## config.mk

```make
export PLATFORM = sky130hd
export DESIGN_NAME = hrlp_ram
export DESIGN_NICKNAME = d
export VERILOG_FILES = /design/src/design/hrlp_ram.sv
export SDC_FILE = /design/constraint.sdc
export NUM_CORES = 1
export LEC_CHECK = 0
export ABC_CLOCK_PERIOD_IN_PS = 2550
export BUFFER_PORTS_ARGS = -buffer_cell sky130_fd_sc_hd__buf_2
export CAP_MARGIN = 10
export CORE_ASPECT_RATIO = 1.4
export CORE_MARGIN = 1
export CORE_UTILIZATION = 60
export DETAILED_ROUTE_END_ITERATION = 10
export PLACE_DENSITY = 0.77
export SLEW_MARGIN = 40
export SYNTH_ARGS = -nofsm -noshare
export SYNTH_HDL_FRONTEND = slang
export SYNTH_SLANG_ARGS = --single-unit
```

## constraint.sdc

```tcl
create_clock -name clk -period 2.55 [get_ports clk]
set_clock_uncertainty 0.15 [all_clocks]
set_input_delay 0.255 -clock clk [delete_from_list [all_inputs] [get_ports clk]]
set_output_delay 0.255 -clock clk [all_outputs]
set_load 0.01 [all_outputs]
```

## src/design/hrlp_ram.sv

```systemverilog
// Generic single-port synchronous RAM with registered read.
`default_nettype none
module hrlp_ram #(
  parameter int WIDTH = 8,
  parameter int DEPTH = 32
) (
  input  wire logic                     clk,
  input  wire logic                     we,
  input  wire logic [$clog2(DEPTH)-1:0] addr,
  input  wire logic [WIDTH-1:0]         wdata,
  output logic      [WIDTH-1:0]         rdata
);

  logic [WIDTH-1:0] mem [DEPTH];

  // Write the addressed entry when we is high; read one entry a cycle.
  always_ff @(posedge clk) begin
    if (we) begin
      mem[addr] <= wdata;
    end
    rdata <= mem[addr];
  end

endmodule
`default_nettype wire

```

==> Word-level counts from Yosys, hierarchy flattened <==
Memory sizes are Yosys's and may differ from the RTL's. A register that Yosys moved wholly into a read port is not among the register bits.
Index checks and enable logic that the tools add are counted.
{ "word_totals": {"input_bits": 15, "n_memories": 1, "mem_bits_rw": 256, "wordCells": 3, "reg_bits": 0} }
{ "classes": {"muxes": 2} }
{ "mem_list": {"columns": ["name", "depth", "width", "rd", "rd_clocked_by_memory_dff", "write_ports", "line", "source"], "rows": [
  ["mem", 32, 8, 1, 1, 1, "14", "logic [WIDTH-1:0] mem [DEPTH];"]
]} }
{ "op_table": {"columns": ["op", "n"], "rows": [
  ["$mux 1", 2]
]} }

==> Longest topological paths before layout <==
{ "depth": {"depth_word": 2, "ltp_mapped": 7, "ltp_nobuf": 4} }

==> Worst setup path before layout <==
No wires, ideal clock.
{ "synth_timing": {"path_type": "input port to flip-flop", "startpoint": "in addr[1]", "endpoint": "mem mem[27][0] (enable)", "slack_ns": 0.317, "stages": 5, "n_path_buf": 3, "arrival_time_ns": 1.699, "path_cell_list": "clkbuf_1 -> buf_2 -> buf_2 -> nand3_1 -> nor3_1"} }
{ "synth_lines": {"columns": ["element", "line", "source"], "rows": [
  ["start: declaration", "9", "input wire logic [$clog2(DEPTH)-1:0] addr,"],
  ["end: declaration", "14", null]
]} }
Straight into the memory's write port.

==> summary.md <==
| Metric | Value |
|---|---|
| Slew Viols, Final | `0` |
| Resized Gates After CTS | `0` |
| Tot GR Track Use | `25.1%` |
| Synth unique cells | `24` |
| Peak VDD IR | `0.624 mV` |
| # hold bufs at CTS | `0` |
| Die ar. | `0.0175 mm2` |
| Initial antenna violation count | `0` |
| Post-synth EDFFs | `256` |
| Ys async rst share | `0%` |
| CTS sink cnt | `264` |
| Syn Area/Cell | `17.7 um2` |
| Slew @ Worst Pin | `0.757 ns` |
| CP endpoint kind | `flop` |
| Pre-CTS WS | `0.156 ns` |
| Sw power | `1.75 mW` |
| Sw Ratio | `20.4%` |
| # DRC | `3` |
| Grt ovf | `0` |
| Rows | `56` |
| CP required | `2.78 ns` |
| Clock Power Share | `38.3%` |
| Flop pwr share | `56.6%` |
| Final setup margin | `0.592 ns` |
| Number of diodes | `0` |
| Remaining antenna violation count after routing | `0` |
| Core area | `0.0167 mm2` |
| Placer Congestion | `0.873` |
| Cells after synthesis | `576` |
| LEAKAGE | `4.02 nW` |
| Share of layout cells above drive strength 1 | `15.4%` |
| Comb power frac | `5.0%` |
| Slowest CP cell | `nor4_1` |
| Non-Filler Instances | `845` |
| Initial core utilization | `61.2%` |
| Final min period | `1.96 ns` |
| Initial DRC count | `466` |
| Final WL | `21600 um` |
| Hold Vio Cnt, Final | `0` |
| First-pass GRT wire length | `32000 um` |
| Worst Path Arrival | `2.18 ns` |
| Failing checks | `DRC` |
| Root Buffer | `clkbuf_16` |
| Die extent in x | `112 um` |
| Status | `finished with violations` |
| Crit Path Category | `in -> reg` |
| Top-count cell post-synth | `edfxtp_1` |
| Setup Total Neg Slack | `0 ns` |
| Post-synth top area share | `75.3%` |
| Internal power | `6.82 mW` |
| Setup-failing EPs final | `0` |
| Worst Path Max Fanout | `39` |
| Power Dens Cells | `749 mW/mm2` |
| Post-CTS Setup Bufs | `0` |
| Worst skew pair latency | `0.51 ns` |
| Fmax | `511 MHz` |
| CP Launch Type | `primary input` |
| Fin crit share | `76.8%` |
| CTS buffer count | `23` |
| Largest net degree at the start of global routing | `40` |
| Vias in the first global route | `5393` |
| Die H | `156 um` |
| Yosys reg bits | `264` |
| Synth Flop Type | `edfxtp_1` |
| Final hold slack | `0.150 ns` |
| Largest cells by area after synthesis | `edfxtp_1, mux2i_1, o22ai_1` |
| Placed insts | `804` |
| Final core utilization | `68.6%` |
| Commonest cells in the netlist | `edfxtp_1, mux2i_1, o22ai_1` |
| Placed Instance Area | `0.0107 mm2` |
| Synth warn | `0` |
| Max Cap Viol | `0` |
| Nets | `641` |
| Boundary Pins | `23` |
| Vias | `5411` |
| Mapped Area | `0.0102 mm2` |
| RSZ-0062 raised after global routing | `false` |
| Clock slew at reported path FFs | `0.07 ns` |
| Crit path largest cell delay | `0.46 ns` |
| Overall Power | `8.57 mW` |
| Port Buffers | `22` |
| Slew margin rel. | `49.3%` |
| Synth area leader | `edfxtp_1` |
| Finished Cell Area | `0.0114 mm2` |
| Seq/Total Area, Yosys | `76.9%` |
| H-tree levels | `1` |
| Post-DR vias/cell | `6.40` |
| Wire per inst | `25.5 um` |
| Worst hold path class | `in -> reg` |
| Post-Syn Nets | `591` |
| DR pass1 iterations | `8` |
| CTS tree | `done` |
| HPWL Detailed | `13600 um` |
| Clk buf depth | `3` |
| Synthesis-to-layout area growth | `12.1%` |
| Critical-path cell list | `buf_6, buf_12, buf_4, mux2i_1, o22ai_1, nor4_1, nand2_1` |
[state kept, by name, summed over array words and instances, names as in the netlist]
signal / count
mem: 256
rdata: 8
[kinds of logic after synthesis]
kind of cell | after synthesis | share of synthesized area [%]
AOI/OAI and AO/OA | 64 | 3.98
and+or+nand+nor | 85 | 4.85
DFF | 264 | 76.9
buffers and inverters | 35 | 1.72
muxes | 128 | 12.6
[worst paths after layout]
path | startpoint | end | slack, ns | depth (start not counted)
max reg2reg | mem[15][4] | rdata[4] | 0.85 | 4
min | wdata[7] | mem[8][7] | 0.15 | 1
max | addr[1] | rdata[1] | 0.59 | 7
min reg2reg | mem[25][0] | rdata[0] | 0.51 | 4
[power by group through the flow]
stage	combinational (mW)	sequential [mW]	clock (mW)
detailed placement	0.427	4.95	0
global placement	0.417	4.95	0
floorplan	0.228	4.94	0
CTS	0.429	4.86	3.31
finish	0.430	4.86	3.29
global route	0.455	4.86	3.45
[layout by cell type, fill, tap and decap left out, drive strengths merged]
master,netlist,routed
edfxtp,256,256
mux2i,128,128
o22ai,64,64
buf,26,60
clkbuf,9,30
nor2,29,29
nor4,16,16
nand2,10,10
dfxtp,8,8
clkinv,0,8
nand4bb,5,5
nand4b,4,4
or4b,4,4
nand3b,4,4
nor3,4,4
or3b,3,3
nand3,2,2
clkinvlp,0,2
or4,1,1
or4bb,1,1
nand4,1,1
or3,1,1
bufinv,0,1
[area by class of cell]
type / count / area [um2]
Clock buffer: 30 / 632
Clock inverter: 11 / 82.6
Fill cell: 1076 / 5240
Multi-Input combinational cell: 277 / 2180
Sequential cell: 264 / 7850
Tap cell: 203 / 254
Timing Repair Buffer: 60 / 439
[metal layers]
layer | wire (um) | GRT usage, %
met3 | 1390 | 2.87
met1 | 7840 | 31.0
met2 | 11500 | 44.8
met4 | 878 | 11.2
met5 | 0 | 0
[worst max-delay path: cells and delay by family]
kind / cells / cell delay [ns]
compound gates: 1 / 0.11
simple gates: 2 / 0.59
buf+inv: 3 / 0.93
mux: 1 / 0.27
No activity file was read; power rests on OpenSTA's default activity.
